File: src/rtl/rfc_pkg.sv
package rfc_pkg;

	localparam int DATA_W    = 8;
	localparam int RAIL_W    = 5;
	localparam int CFG_IDX_W = 4;

	localparam logic [CFG_IDX_W-1:0] REG_RAIL_COUNT  = CFG_IDX_W'(0);
	localparam logic [CFG_IDX_W-1:0] REG_CIPHER_MODE = CFG_IDX_W'(1);

	localparam logic [RAIL_W-1:0] RAIL_COUNT_RESET = RAIL_W'(3);

	localparam logic MODE_ENCRYPT = 1'b0;
	localparam logic MODE_DECRYPT = 1'b1;

	typedef enum logic [1:0] {
		ST_LOAD,
		ST_PERM,
		ST_EMIT
	} ctl_state_t;

	typedef struct packed {
		logic store_wr;
		logic perm_start;
		logic walk;
		logic emit_rd;
		logic out_take;
		logic run_clear;
	} dp_cmd_t;

	typedef struct packed {
		logic walk_done;
		logic emit_left;
		logic out_valid;
		logic out_final;
	} dp_status_t;

endpackage

File: src/rtl/rfc_in_if.sv
interface rfc_in_if;
	import rfc_pkg::*;

	logic              valid;
	logic              ready;
	logic [DATA_W-1:0] data_byte;
	logic              end_of_message;

	modport source (output valid, output data_byte, output end_of_message, input ready);
	modport sink   (input valid, input data_byte, input end_of_message, output ready);
endinterface

File: src/rtl/rfc_out_if.sv
interface rfc_out_if;
	import rfc_pkg::*;

	logic              valid;
	logic              ready;
	logic [DATA_W-1:0] result_byte;
	logic              final_result;
	logic              overflow_flag;

	modport source (output valid, output result_byte, output final_result,
		output overflow_flag, input ready);
	modport sink   (input valid, input result_byte, input final_result,
		input overflow_flag, output ready);
endinterface

File: src/rtl/rfc_cfg_if.sv
interface rfc_cfg_if;
	import rfc_pkg::*;

	logic                 valid;
	logic                 ready;
	logic [CFG_IDX_W-1:0] reg_index;
	logic [RAIL_W-1:0]    wr_data;

	modport source (output valid, output reg_index, output wr_data, input ready);
	modport sink   (input valid, input reg_index, input wr_data, output ready);
endinterface

File: src/rtl/rfc_ctl.sv
module rfc_ctl (
	input  logic                clk,
	input  logic                arst_n,
	input  logic                msg_valid,
	input  logic                msg_eom,
	input  logic                out_ready,
	input  rfc_pkg::dp_status_t status,
	output logic                msg_ready,
	output rfc_pkg::dp_cmd_t    cmd
);
	import rfc_pkg::*;

	ctl_state_t state_q;
	ctl_state_t state_nxt;

	always_ff @(posedge clk or negedge arst_n) begin
		if (!arst_n) begin
			state_q <= ST_LOAD;
		end else begin
			state_q <= state_nxt;
		end
	end

	always_comb begin
		state_nxt = state_q;
		cmd       = '0;
		msg_ready = 1'b0;
		case (state_q)
			ST_LOAD: begin
				msg_ready = 1'b1;
				if (msg_valid) begin
					cmd.store_wr = 1'b1;
					if (msg_eom) begin
						cmd.perm_start = 1'b1;
						state_nxt      = ST_PERM;
					end
				end
			end
			ST_PERM: begin
				// last result write lands on the edge that leaves this state
				if (status.walk_done) begin
					state_nxt = ST_EMIT;
				end else begin
					cmd.walk = 1'b1;
				end
			end
			ST_EMIT: begin
				cmd.out_take = status.out_valid && out_ready;
				cmd.emit_rd  = status.emit_left && (!status.out_valid || out_ready);
				if (cmd.out_take && status.out_final) begin
					cmd.run_clear = 1'b1;
					state_nxt     = ST_LOAD;
				end
			end
			default: begin
				state_nxt = ST_LOAD;
			end
		endcase
	end

	assert property (@(posedge clk) disable iff (!arst_n)
		(state_q == ST_LOAD && msg_valid && msg_eom) |=> (state_q == ST_PERM))
		else $error("message end did not start the permute pass");
	assert property (@(posedge clk) disable iff (!arst_n)
		(state_q == ST_PERM) |-> !status.out_valid)
		else $error("output valid while permuting");
	assert property (@(posedge clk) disable iff (!arst_n)
		cmd.emit_rd |-> (state_q == ST_EMIT))
		else $error("result read outside emit");
endmodule

File: src/rtl/rfc_dp.sv
module rfc_dp #(
	parameter int MAX_LEN   = 64,
	parameter int MAX_RAILS = 16
) (
	input  logic                                clk,
	input  logic                                arst_n,
	input  rfc_pkg::dp_cmd_t                    cmd,
	input  logic [rfc_pkg::DATA_W-1:0]          data_byte,
	input  logic                                cfg_wr,
	input  logic [rfc_pkg::CFG_IDX_W-1:0]       cfg_index,
	input  logic [rfc_pkg::RAIL_W-1:0]          cfg_data,
	output rfc_pkg::dp_status_t                 status,
	output logic [rfc_pkg::DATA_W-1:0]          result_byte,
	output logic                                final_result,
	output logic                                overflow_flag
);
	import rfc_pkg::*;

	localparam int AW    = $clog2(MAX_LEN);
	localparam int CNT_W = $clog2(MAX_LEN + 1);
	localparam int ROW_W = $clog2(MAX_RAILS + 1);
	localparam int STP_W = ROW_W + 1;
	localparam int POS_W = $clog2(MAX_LEN + 2 * MAX_RAILS + 1);

	logic [RAIL_W-1:0] rail_q;
	logic              mode_q;
	logic [CNT_W-1:0]  count_q;
	logic              ovf_q;

	logic [ROW_W-1:0]  rails_q;
	logic [ROW_W-1:0]  row_q;
	logic [POS_W-1:0]  pos_q;
	logic [CNT_W-1:0]  k_q;
	logic              phase_q;
	logic              wv_s1;
	logic [AW-1:0]     wa_s1;
	logic [DATA_W-1:0] st_rd_s1;

	logic [CNT_W-1:0]  em_cnt_q;
	logic              out_valid_q;
	logic              final_q;
	logic [DATA_W-1:0] out_q;

	logic [DATA_W-1:0] store_mem [MAX_LEN];
	logic [DATA_W-1:0] res_mem   [MAX_LEN];

	logic [ROW_W-1:0]  rails_eff;
	logic [STP_W-1:0]  span;
	logic [STP_W-1:0]  d_down;
	logic [STP_W-1:0]  d_up;
	logic [STP_W-1:0]  step;
	logic              pair;
	logic              store_has_room;
	logic [AW-1:0]     walk_rd_addr;
	logic [AW-1:0]     walk_wr_addr;

	// rail count 0 acts as 1, large counts saturate
	always_comb begin
		if (rail_q == '0) begin
			rails_eff = ROW_W'(1);
		end else if (int'(rail_q) > MAX_RAILS) begin
			rails_eff = ROW_W'(MAX_RAILS);
		end else begin
			rails_eff = ROW_W'(rail_q);
		end
	end

	// positions on one rail alternate between two gaps that sum to the period
	assign span   = {rails_q - 1'b1, 1'b0};
	assign d_up   = {row_q, 1'b0};
	assign d_down = span - d_up;

	always_comb begin
		if (span == '0) begin
			step = STP_W'(1);
		end else if (!phase_q) begin
			step = (d_down != '0) ? d_down : d_up;
		end else begin
			step = (d_up != '0) ? d_up : d_down;
		end
	end

	assign pair           = (POS_W'(pos_q) < POS_W'(count_q));
	assign store_has_room = (count_q < CNT_W'(MAX_LEN));
	assign walk_rd_addr   = (mode_q == MODE_DECRYPT) ? k_q[AW-1:0] : pos_q[AW-1:0];
	assign walk_wr_addr   = (mode_q == MODE_DECRYPT) ? pos_q[AW-1:0] : k_q[AW-1:0];

	always_ff @(posedge clk or negedge arst_n) begin
		if (!arst_n) begin
			rail_q <= RAIL_COUNT_RESET;
			mode_q <= MODE_ENCRYPT;
		end else if (cfg_wr) begin
			if (cfg_index == REG_RAIL_COUNT) begin
				rail_q <= cfg_data;
			end else if (cfg_index == REG_CIPHER_MODE) begin
				mode_q <= cfg_data[0];
			end
		end
	end

	always_ff @(posedge clk or negedge arst_n) begin
		if (!arst_n) begin
			count_q     <= '0;
			ovf_q       <= 1'b0;
			rails_q     <= ROW_W'(1);
			row_q       <= '0;
			pos_q       <= '0;
			k_q         <= '0;
			phase_q     <= 1'b0;
			wv_s1       <= 1'b0;
			em_cnt_q    <= '0;
			out_valid_q <= 1'b0;
			final_q     <= 1'b0;
		end else begin
			wv_s1 <= 1'b0;
			if (cmd.store_wr) begin
				if (store_has_room) begin
					count_q <= count_q + 1'b1;
				end else begin
					ovf_q <= 1'b1;
				end
			end
			if (cmd.perm_start) begin
				rails_q  <= rails_eff;
				row_q    <= '0;
				pos_q    <= '0;
				k_q      <= '0;
				phase_q  <= 1'b0;
				em_cnt_q <= '0;
			end
			if (cmd.walk) begin
				if (pair) begin
					wv_s1   <= 1'b1;
					k_q     <= k_q + 1'b1;
					pos_q   <= pos_q + POS_W'(step);
					phase_q <= !phase_q;
				end else begin
					row_q   <= row_q + 1'b1;
					pos_q   <= POS_W'(row_q) + 1'b1;
					phase_q <= 1'b0;
				end
			end
			if (cmd.emit_rd) begin
				em_cnt_q    <= em_cnt_q + 1'b1;
				final_q     <= (CNT_W'(em_cnt_q + 1'b1) == count_q);
				out_valid_q <= 1'b1;
			end else if (cmd.out_take) begin
				out_valid_q <= 1'b0;
			end
			if (cmd.run_clear) begin
				count_q <= '0;
				ovf_q   <= 1'b0;
			end
		end
	end

	always_ff @(posedge clk) begin
		if (cmd.store_wr && store_has_room) begin
			store_mem[count_q[AW-1:0]] <= data_byte;
		end
		if (cmd.walk && pair) begin
			st_rd_s1 <= store_mem[walk_rd_addr];
			wa_s1    <= walk_wr_addr;
		end
	end

	always_ff @(posedge clk) begin
		if (wv_s1) begin
			res_mem[wa_s1] <= st_rd_s1;
		end
		if (cmd.emit_rd) begin
			out_q <= res_mem[em_cnt_q[AW-1:0]];
		end
	end

	assign status.walk_done = (k_q == count_q);
	assign status.emit_left = (em_cnt_q < count_q);
	assign status.out_valid = out_valid_q;
	assign status.out_final = final_q;

	assign result_byte   = out_q;
	assign final_result  = final_q;
	assign overflow_flag = ovf_q;

	assert property (@(posedge clk) disable iff (!arst_n)
		count_q <= CNT_W'(MAX_LEN))
		else $error("byte count beyond buffer depth");
	assert property (@(posedge clk) disable iff (!arst_n)
		(cmd.walk && pair) |-> (k_q < count_q))
		else $error("walk produced more positions than bytes");
	assert property (@(posedge clk) disable iff (!arst_n)
		wv_s1 |-> (CNT_W'(wa_s1) < count_q))
		else $error("result write outside message");
	assert property (@(posedge clk) disable iff (!arst_n)
		cmd.emit_rd |-> (em_cnt_q < count_q))
		else $error("result read past message end");
endmodule

File: src/rtl/rail_fence_cipher_top.sv
// channel  role    payload                                          transfer
// msg      sink    data_byte, end_of_message                        valid && ready
// cipher   source  result_byte, final_result, overflow_flag         valid && ready
// cfg      sink    reg_index (0 rail_count, 1 cipher_mode), wr_data valid (ready tied high)
//
// Loading takes one byte per cycle. After the end-marked byte, the rail walker
// copies through the buffer rail by rail, one byte per step on a single-port read,
// then results leave at one per cycle while cipher.ready is high.
// Input is held off (msg.ready low) from the end byte until the last result
// transfers; a stalled cipher.ready holds the current result in its register.
// Reset clears counts, flags and registers to rail_count 3, encrypt.
module rail_fence_cipher_top #(
	parameter int MAX_LEN   = 64,
	parameter int MAX_RAILS = 16
) (
	input logic         clk,
	input logic         arst_n,
	rfc_in_if.sink      msg,
	rfc_out_if.source   cipher,
	rfc_cfg_if.sink     cfg
);
	import rfc_pkg::*;

	dp_cmd_t    cmd;
	dp_status_t status;

	assign cfg.ready = 1'b1;

	rfc_ctl u_ctl (
		.clk       (clk),
		.arst_n    (arst_n),
		.msg_valid (msg.valid),
		.msg_eom   (msg.end_of_message),
		.out_ready (cipher.ready),
		.status    (status),
		.msg_ready (msg.ready),
		.cmd       (cmd)
	);

	rfc_dp #(
		.MAX_LEN   (MAX_LEN),
		.MAX_RAILS (MAX_RAILS)
	) u_dp (
		.clk           (clk),
		.arst_n        (arst_n),
		.cmd           (cmd),
		.data_byte     (msg.data_byte),
		.cfg_wr        (cfg.valid),
		.cfg_index     (cfg.reg_index),
		.cfg_data      (cfg.wr_data),
		.status        (status),
		.result_byte   (cipher.result_byte),
		.final_result  (cipher.final_result),
		.overflow_flag (cipher.overflow_flag)
	);

	assign cipher.valid = status.out_valid;
endmodule

File: src/flat_wrapper.sv
// flat-port wrapper written by rule: the top's interface ports become plain ports
module rail_fence_cipher_top_flat import rfc_pkg::*;
#(
	parameter int MAX_LEN   = 64,
	parameter int MAX_RAILS = 16
)
  (clk, arst_n, msg_valid, msg_data_byte, msg_end_of_message, msg_ready, cipher_valid, cipher_result_byte, cipher_final_result, cipher_overflow_flag, cipher_ready, cfg_valid, cfg_reg_index, cfg_wr_data, cfg_ready);
  rfc_in_if msg_i ();
  rfc_out_if cipher_i ();
  rfc_cfg_if cfg_i ();
  input logic clk;
  input logic arst_n;
  input wire logic [$bits(msg_i.valid)-1:0] msg_valid;
  input wire logic [$bits(msg_i.data_byte)-1:0] msg_data_byte;
  input wire logic [$bits(msg_i.end_of_message)-1:0] msg_end_of_message;
  output wire logic [$bits(msg_i.ready)-1:0] msg_ready;
  output wire logic [$bits(cipher_i.valid)-1:0] cipher_valid;
  output wire logic [$bits(cipher_i.result_byte)-1:0] cipher_result_byte;
  output wire logic [$bits(cipher_i.final_result)-1:0] cipher_final_result;
  output wire logic [$bits(cipher_i.overflow_flag)-1:0] cipher_overflow_flag;
  input wire logic [$bits(cipher_i.ready)-1:0] cipher_ready;
  input wire logic [$bits(cfg_i.valid)-1:0] cfg_valid;
  input wire logic [$bits(cfg_i.reg_index)-1:0] cfg_reg_index;
  input wire logic [$bits(cfg_i.wr_data)-1:0] cfg_wr_data;
  output wire logic [$bits(cfg_i.ready)-1:0] cfg_ready;
  assign msg_i.valid = msg_valid;
  assign msg_i.data_byte = msg_data_byte;
  assign msg_i.end_of_message = msg_end_of_message;
  assign msg_ready = msg_i.ready;
  assign cipher_valid = cipher_i.valid;
  assign cipher_result_byte = cipher_i.result_byte;
  assign cipher_final_result = cipher_i.final_result;
  assign cipher_overflow_flag = cipher_i.overflow_flag;
  assign cipher_i.ready = cipher_ready;
  assign cfg_i.valid = cfg_valid;
  assign cfg_i.reg_index = cfg_reg_index;
  assign cfg_i.wr_data = cfg_wr_data;
  assign cfg_ready = cfg_i.ready;
  rail_fence_cipher_top #(.MAX_LEN(MAX_LEN), .MAX_RAILS(MAX_RAILS)) u_core (.clk(clk), .arst_n(arst_n), .msg(msg_i), .cipher(cipher_i), .cfg(cfg_i));
endmodule
File: config.mk
export PLATFORM = sky130hd
export DESIGN_NAME = rail_fence_cipher_top_flat
export DESIGN_NICKNAME = d
export VERILOG_FILES = /design/src/rtl/rfc_pkg.sv /design/src/rtl/rfc_in_if.sv /design/src/rtl/rfc_out_if.sv /design/src/rtl/rfc_cfg_if.sv /design/src/rtl/rfc_ctl.sv /design/src/rtl/rfc_dp.sv /design/src/rtl/rail_fence_cipher_top.sv /design/src/flat_wrapper.sv
export SDC_FILE = /design/constraint.sdc
export NUM_CORES = 1
export LEC_CHECK = 0
export BUFFER_PORTS_ARGS = -buffer_cell sky130_fd_sc_hd__buf_2
export CAP_MARGIN = 20
export CORE_ASPECT_RATIO = 1.2
export CORE_MARGIN = 2
export CORE_UTILIZATION = 25
export CTS_BUF_LIST = sky130_fd_sc_hd__clkbuf_8
export CTS_CLUSTER_SIZE = 20
export DETAILED_ROUTE_END_ITERATION = 10
export GPL_ROUTABILITY_DRIVEN = 0
export HOLD_SLACK_MARGIN = 0.1
export SYNTH_ARGS = -nofsm -noshare
export SYNTH_HDL_FRONTEND = slang
export SYNTH_SLANG_ARGS = --single-unit
File: constraint.sdc
create_clock -name clk -period 4.6 [get_ports clk]
set_input_delay 0.23 -clock clk [delete_from_list [all_inputs] [get_ports clk]]
set_output_delay 0.23 -clock clk [all_outputs]
set_load 0.02 [all_outputs]
# Word level (Yosys, flattened, before mapping)
# Memories as Yosys holds them, arrays and structs flattened. A register that Yosys moved wholly into a read port is not among the register bits.
# Index checks and enable logic that the tools add are counted.
# Widths: inputs -> output; s select.
[word_totals]
regBits = 57
ramBits = 1024
input_bits = 23
output_inout_bits = 13
word_cells = 112
mem_count = 2
[op_classes]
addsub = 8
n_lt_le_gt_ge = 4
eq_ne = 10
muxes = 48
bitwise_logic = 1
reduce_logical = 24
[mem_list]
columns = ["name", "words", "word_bits", "rd", "rd_ports_with_merged_regs", "write_ports", "line", "rtl"]
rows = [
  ["u_core.u_dp.res_mem", 64, 8, 1, 1, 1, "rfc_dp.sv:45", "logic [DATA_W-1:0] res_mem [MAX_LEN];"],
  ["u_core.u_dp.store_mem", 64, 8, 1, 1, 1, "rfc_dp.sv:44", "logic [DATA_W-1:0] store_mem [MAX_LEN];"],
]
[ops]
columns = ["op", "n"]
rows = [
  ["$mux 7", 10],
  ["$mux 6", 6],
  ["$mux 5", 5],
  ["$add 7x1->7 const B", 3],
  ["$mux 1", 19],
  ["$eq 7x7->1", 2],
  ["$lt 7x7->1", 2],
  ["$mux 2", 6],
  ["$reduce_bool 6->1", 2],
  ["$reduce_bool 2->1", 5],
  ["$add 7x6->7", 1],
  ["$lt 7x7->1 const B", 1],
  ["$add 5x1->6 const B", 1],
  ["$logic_not 6->1", 1],
  ["$ne 2x2->1 const B", 3],
  ["$pmux 2 s3", 1],
  ["$reduce_and 2->1", 3],
  ["$sub 6x6->6", 1],
  ["$add 5x1->5 const B", 1],
  ["$gt 5x5->1 const B", 1],
  ["$logic_and 1x1->1", 5],
  ["$logic_not 5->1", 1],
  ["$sub 5x1->5 const B", 1],
  ["$eq 4x1->1 const B", 1],
  ["11 further kinds", 13],
]

# Longest topological paths before layout
[depth]
ltp_word = 9
ltp_mapped = 19
mapped_depth_nobuf = 19

# By module
# A second synthesis with hierarchy kept.
[unflattened]
cells_unflattened = 3233
hier_area_um2 = 47858.4
[modules_own_cells]
columns = ["mod", "n_inst", "cells_each", "area_per_inst_um2", "seq_area_each_um2"]
rows = [
  ["rfc_dp", 1, 3214, 47699.5, 32640.1],
  ["rfc_ctl", 1, 17, 147.6, 50.0],
  ["rail_fence_cipher_top", 1, 2, 11.3, 0.0],
]

# Worst setup path after synthesis
# No wires, ideal clock.
[synth_path]
path_kind = "register to register"
start = "register u_core.u_dp.rails_q[0]"
end = "register u_core.u_dp.pos_q[5]"
setup_time_ns = 0.083
arrival_ns = 3.617
t_required_ns = 4.517
path_slack_ns = 0.900
path_stages_with_launch = 18
path_buffers = 0
synth_period_minus_slack_ns = 3.700
path_cell_list = "dfstp_2 -> inv_1 -> ha_1 -> inv_1 -> fa_1 -> xor2_1 -> or3b_2 -> o31ai_1 -> a21oi_1 -> nor2_1 -> ha_1 -> a21o_1 -> a21oi_1 -> o21bai_1 -> a21oi_1 -> xnor2_1 -> a21oi_1 -> o21ai_0"
[synth_between]
elab_chain_cells = 9
elab_cells_between_ends = 11
classes_between = "add/sub (3); mux (6); reduce/logical (2)"
[synth_rtl]
columns = ["element", "line", "rtl"]
rows = [
  ["from (decl)", "rfc_dp.sv:30", "logic [ROW_W-1:0] rails_q;"],
  ["from (signal assigned)", "rfc_dp.sv:124", "rails_q <= rails_eff;"],
  ["$sub 5x1->5 (*)", "rfc_dp.sv:69", "assign span = {rails_q - 1'b1, 1'b0};"],
  ["$sub 6x6->6", "rfc_dp.sv:71", "assign d_down = span - d_up;"],
  ["$reduce_bool 6->1", "rfc_dp.sv:77", "step = (d_down != '0) ? d_down : d_up;"],
  ["$mux 6", "rfc_dp.sv:77", ""],
  ["$mux 6", "rfc_dp.sv:76", "end else if (!phase_q) begin"],
  ["$mux 6 (*)", "rfc_dp.sv:74", "if (span == '0) begin"],
  ["$add 7x6->7 (*)", "rfc_dp.sv:135", "pos_q <= pos_q + POS_W'(step);"],
  ["$mux 7 (*)", "rfc_dp.sv:132", "if (pair) begin"],
  ["$mux 7 (*)", "rfc_dp.sv:131", "if (cmd.walk) begin"],
  ["to (signal assigned)", "rfc_dp.sv:135", ""],
  ["to (signal assigned)", "rfc_dp.sv:139", "pos_q <= POS_W'(row_q) + 1'b1;"],
  ["to (decl)", "rfc_dp.sv:32", "logic [POS_W-1:0] pos_q;"],
]
# Mark *: on every way between the ends. The rest lies on a longest branch, timed or not.
# A chain may end at the register's enable or synchronous reset.

# Worst setup path in the final report
# Same ends and word-level chain as after synthesis.

==> results by group <==
Global routing
  – Vias in the first global route: 28.69k
  – GRT overflow: 0
  – Initial antenna violation count: 3
  – Most Crowded Layer GR: met2
  – Met2 Track Usage GR: 0.2130
  – Pin count of the biggest net entering global routing: 135
  – GR Layer Usage met1: 0.1523
  – Met3 usage: 0.02052
  – First-pass GRT wire length: 182300 um
  – GRT Total Usage: 0.1232

Route
  – Per-cell routed wire length: 20.54 um
  – Vias: 28.84k
  – Total wire length: 121800 um
  – DRT Pass-1 Iters: 8
  – Drt initial violations: 3010
  – DRC: 0
  – Vias per cell: 4.862
  – Detail Route Antenna Nets: 0

Floorplanning
  – Row count: 174
  – I/O pin total: 36
  – Die Span X: 400.7 um
  – Initial core utilization: 0.2518
  – CORE AREA: 187400 sq um
  – Die Area: 192300 sq um
  – Die H: 480.0 um

Cells and area
  – Syn-to-layout area delta: 13.96%
  – Share of cells above drive strength 1: 0.1521
  – Storage element area: 32700 sq um
  – Most frequent cells in the layout: 1046 x edfxtp_1, 410 x a21oi_1, 324 x nor2_1, 255 x nand2b_1, 161 x clkbuf_8
  – Most common library cell in the layout ignoring fill and taps: edfxtp_1
  – Final nets: 3394
  – Post-route insts no fill: 5931
  – Filler cells: 18.59k
  – Multi-input logic area: 13600 sq um

Power and ir drop
  – Power Total: 0.02972 W
  – Maximum VDD drop: 0.4598 mV
  – Leakage power: 16.73 nW
  – Pwr Density: 552.6 nW/um^2

Logic synthesis
  – Synth Flop Type: edfxtp_1
  – Syn Inst Count: 3235
  – Fraction of registers with async set/reset: 0.04649
  – Seq cells post-synth: 1097
  – Post-Syn Area: 47200 sq um
  – Syn Nets: 3290
  – Warnings from Yosys: 0
  – Avg Synthesized Cell Area: 14.59 sq um
  – Seq/Total Area, Yosys: 0.6925
  – Post-synth cell types: 62
  – Post-synth EDFFs: 1046

Timing
  – Final Max Slew Viols: 0
  – Post-route setup slack: 528.6 ps
  – Final Setup Violations: 0
  – Fin Setup TNS: 0 ps
  – Setup Skew: 34.25 ps
  – Fin Hold WS: 281.9 ps
  – RSZ-0062 raised after global routing: false
  – Period utilization: 0.8851
  – Slew Limit Headroom: 0.2875
  – Max frequency: 245.6 MHz
  – Final Critical Period: 4071 ps
  – Final Hold Fails: 0
  – Slew @ Worst Pin: 1061 ps

Critical path
  – R2r setup slk: 530 ps
  – Worst reg-to-reg path cell count: 17
  – Critical Path Fanout Max: 5
  – Worst setup EP type: register
  – Crit path DAT: 4840 ps
  – Required time worst endpoint: 5370 ps
  – RR Startpoint: u_core.u_dp.rails_q[0]
  – Startpoint class of the critical path: register
  – WS Path Type: reg2reg
  – Reg2Reg Capture Point: u_core.u_dp.pos_q[5]

Placement
  – Buffers on Ports: 34
  – Final HPWL DP: 71380 um
  – Placed insts: 5612
  – Setup WS pre-CTS: 556.0 ps

Min path
  – Hold Crit Depth: 5
  – Hold WC Path Type: in2reg
  – Hold Startpoint: cipher_ready
  – Hold EP: u_core.u_dp.out_valid_q

Flow run
  – MaxCap Viol Count: 0

CTS
  – Num CTS Buffers: 158
  – CTS tree: done
  – Clk Latency, worst-skew pair: 860 ps
  – H-tree Lvls: 4
  – Worst-path clk slew: 70 ps
  – Clock Tree Root: clkbuf_8
  – Total setup buffers inserted after CTS: 0
  – Resize count post-CTS: 0
  – Num Clock Sinks: 1097
  – CTS max path bufs: 3

Status
  – Status: complete, no violations
[logic make-up after synthesis]
family | synth area share
xor+xnor | 0.005752
mux | 0.08384
fa+ha+maj | 0.008800
compound gates | 0.1010
other cells | 0.00007944
buf+inv | 0.02017
flops | 0.6925
simple gates | 0.08776
[cells in the mapped netlist, types with 3 or more instances]
| master | n | area share |
|---|---|---|
| and2_1 | 5 | 0.00066 |
| xnor2_1 | 21 | 0.0039 |
| o21a_1 | 3 | 0.00048 |
| clkbuf_1 | 113 | 0.0090 |
| o21ai_0 | 103 | 0.011 |
| a21oi_1 | 410 | 0.043 |
| buf_2 | 53 | 0.0056 |
| o22ai_1 | 112 | 0.015 |
| dfstp_2 | 3 | 0.0017 |
| dfrtp_1 | 48 | 0.025 |
| nand3b_1 | 3 | 0.00048 |
| nor4_1 | 3 | 0.00040 |
| a21o_1 | 8 | 0.0013 |
| inv_1 | 27 | 0.0021 |
| nand2_1 | 65 | 0.0052 |
| nor2_1 | 325 | 0.026 |
| buf_1 | 21 | 0.0017 |
| o21ai_1 | 8 | 0.00085 |
| mux2_2 | 19 | 0.0045 |
| o31ai_1 | 21 | 0.0033 |
| nor2b_1 | 13 | 0.0017 |
| ha_1 | 30 | 0.0080 |
| nand4_1 | 22 | 0.0029 |
| edfxtp_1 | 1046 | 0.67 |
| a31oi_1 | 7 | 0.00093 |
| nor3_1 | 62 | 0.0066 |
| and3_1 | 10 | 0.0013 |
| nand2b_1 | 257 | 0.034 |
| a211oi_1 | 3 | 0.00048 |
| a22oi_1 | 127 | 0.020 |
| or3_1 | 3 | 0.00040 |
| a31o_2 | 3 | 0.00056 |
| mux2i_1 | 14 | 0.0030 |
| buf_4 | 7 | 0.0011 |
| nand3_1 | 40 | 0.0042 |
| xor2_1 | 10 | 0.0019 |
| mux4_2 | 160 | 0.076 |
| or4_1 | 16 | 0.0025 |
[where the power goes]
group | leakage (nW) | switching, W | internal (W)
registers | 10.0 | 0.000470 | 0.0122
logic | 4.98 | 0.00613 | 0.00319
clock network | 1.72 | 0.00385 | 0.00387
[metrics by stage]
stage | utilization | area, sq um
floorplan | - | 47200
global placement | 0.2687 | 50370
detailed placement | 0.2687 | 50370
CTS | 0.2867 | 53750
global route | 0.2870 | 53790
finish | 0.2870 | 53790
[critical path: stages (launching register included)]
cell and delay (ps):
dfstp_2 570, inv_1 50, ha_1 270, inv_1 60, fa_1 410, xor2_1 190
or3b_2 490, o31ai_1 320, a21oi_1 120, nor2_1 180, ha_1 270, a21o_1 180
a21oi_1 230, o21bai_1 100, a21oi_1 190, xnor2_1 140, a21oi_1 90, o21ai_0 150
[per-layer routing]
layer	up-vias	routed length, um
li1	12830	-
met1	14650	48710
met2	1131	61380
met3	224	7517
met4	0	4211
met5	-	0
[sequential cells by signal, summed over array words and instances, names as in the netlist]
signal / flops
u_core.u_dp.res_mem: 512
u_core.u_dp.store_mem: 512
u_core.u_dp.result_byte: 8
u_core.u_dp.st_rd_s1: 8
u_core.u_dp.count_q: 7
u_core.u_dp.em_cnt_q: 7
u_core.u_dp.k_q: 7
u_core.u_dp.pos_q: 7
u_core.u_dp.wa_s1: 6
u_core.u_dp.rail_q: 5
u_core.u_dp.rails_q: 5
u_core.u_dp.row_q: 5
u_core.u_ctl.state_q: 2
u_core.u_dp.final_result: 1
u_core.u_dp.mode_q: 1
u_core.u_dp.out_valid_q: 1
u_core.u_dp.overflow_flag: 1
u_core.u_dp.phase_q: 1
u_core.u_dp.wv_s1: 1
[final cells by class]
cell class,count,area share
Timing Repair Buffer,140,0.02228
Multi-Input combinational cell,1913,0.2529
Clock buffer,161,0.04119
Sequential cell,1097,0.6080
Antenna cell,2,0.00009304
Tap cell,2464,0.05731
Clock inverter,125,0.01612
Inverter,29,0.002117
[timing repair]
item | 4_1_cts | 5_1_grt
endpoints found under the hold margin | 477 | 31
setup endpoints to repair | 0 | 0
hold buffers | 29 | 1
[worst max path at each step]
stage	from	end	slack (ps)	cells after the start
final	u_core.u_dp.rails_q[0]	u_core.u_dp.pos_q[5]	530	17
after global placement	u_core.u_dp.rails_q[0]	u_core.u_dp.pos_q[5]	550	17
after global routing	u_core.u_dp.rails_q[0]	u_core.u_dp.pos_q[5]	50	19
after CTS	u_core.u_dp.rails_q[0]	u_core.u_dp.pos_q[5]	530	17
after floorplan	u_core.u_dp.rails_q[0]	u_core.u_dp.pos_q[5]	900	17
after detailed placement	u_core.u_dp.rails_q[0]	u_core.u_dp.pos_q[5]	560	17
(Power assumes the default switching activity.)
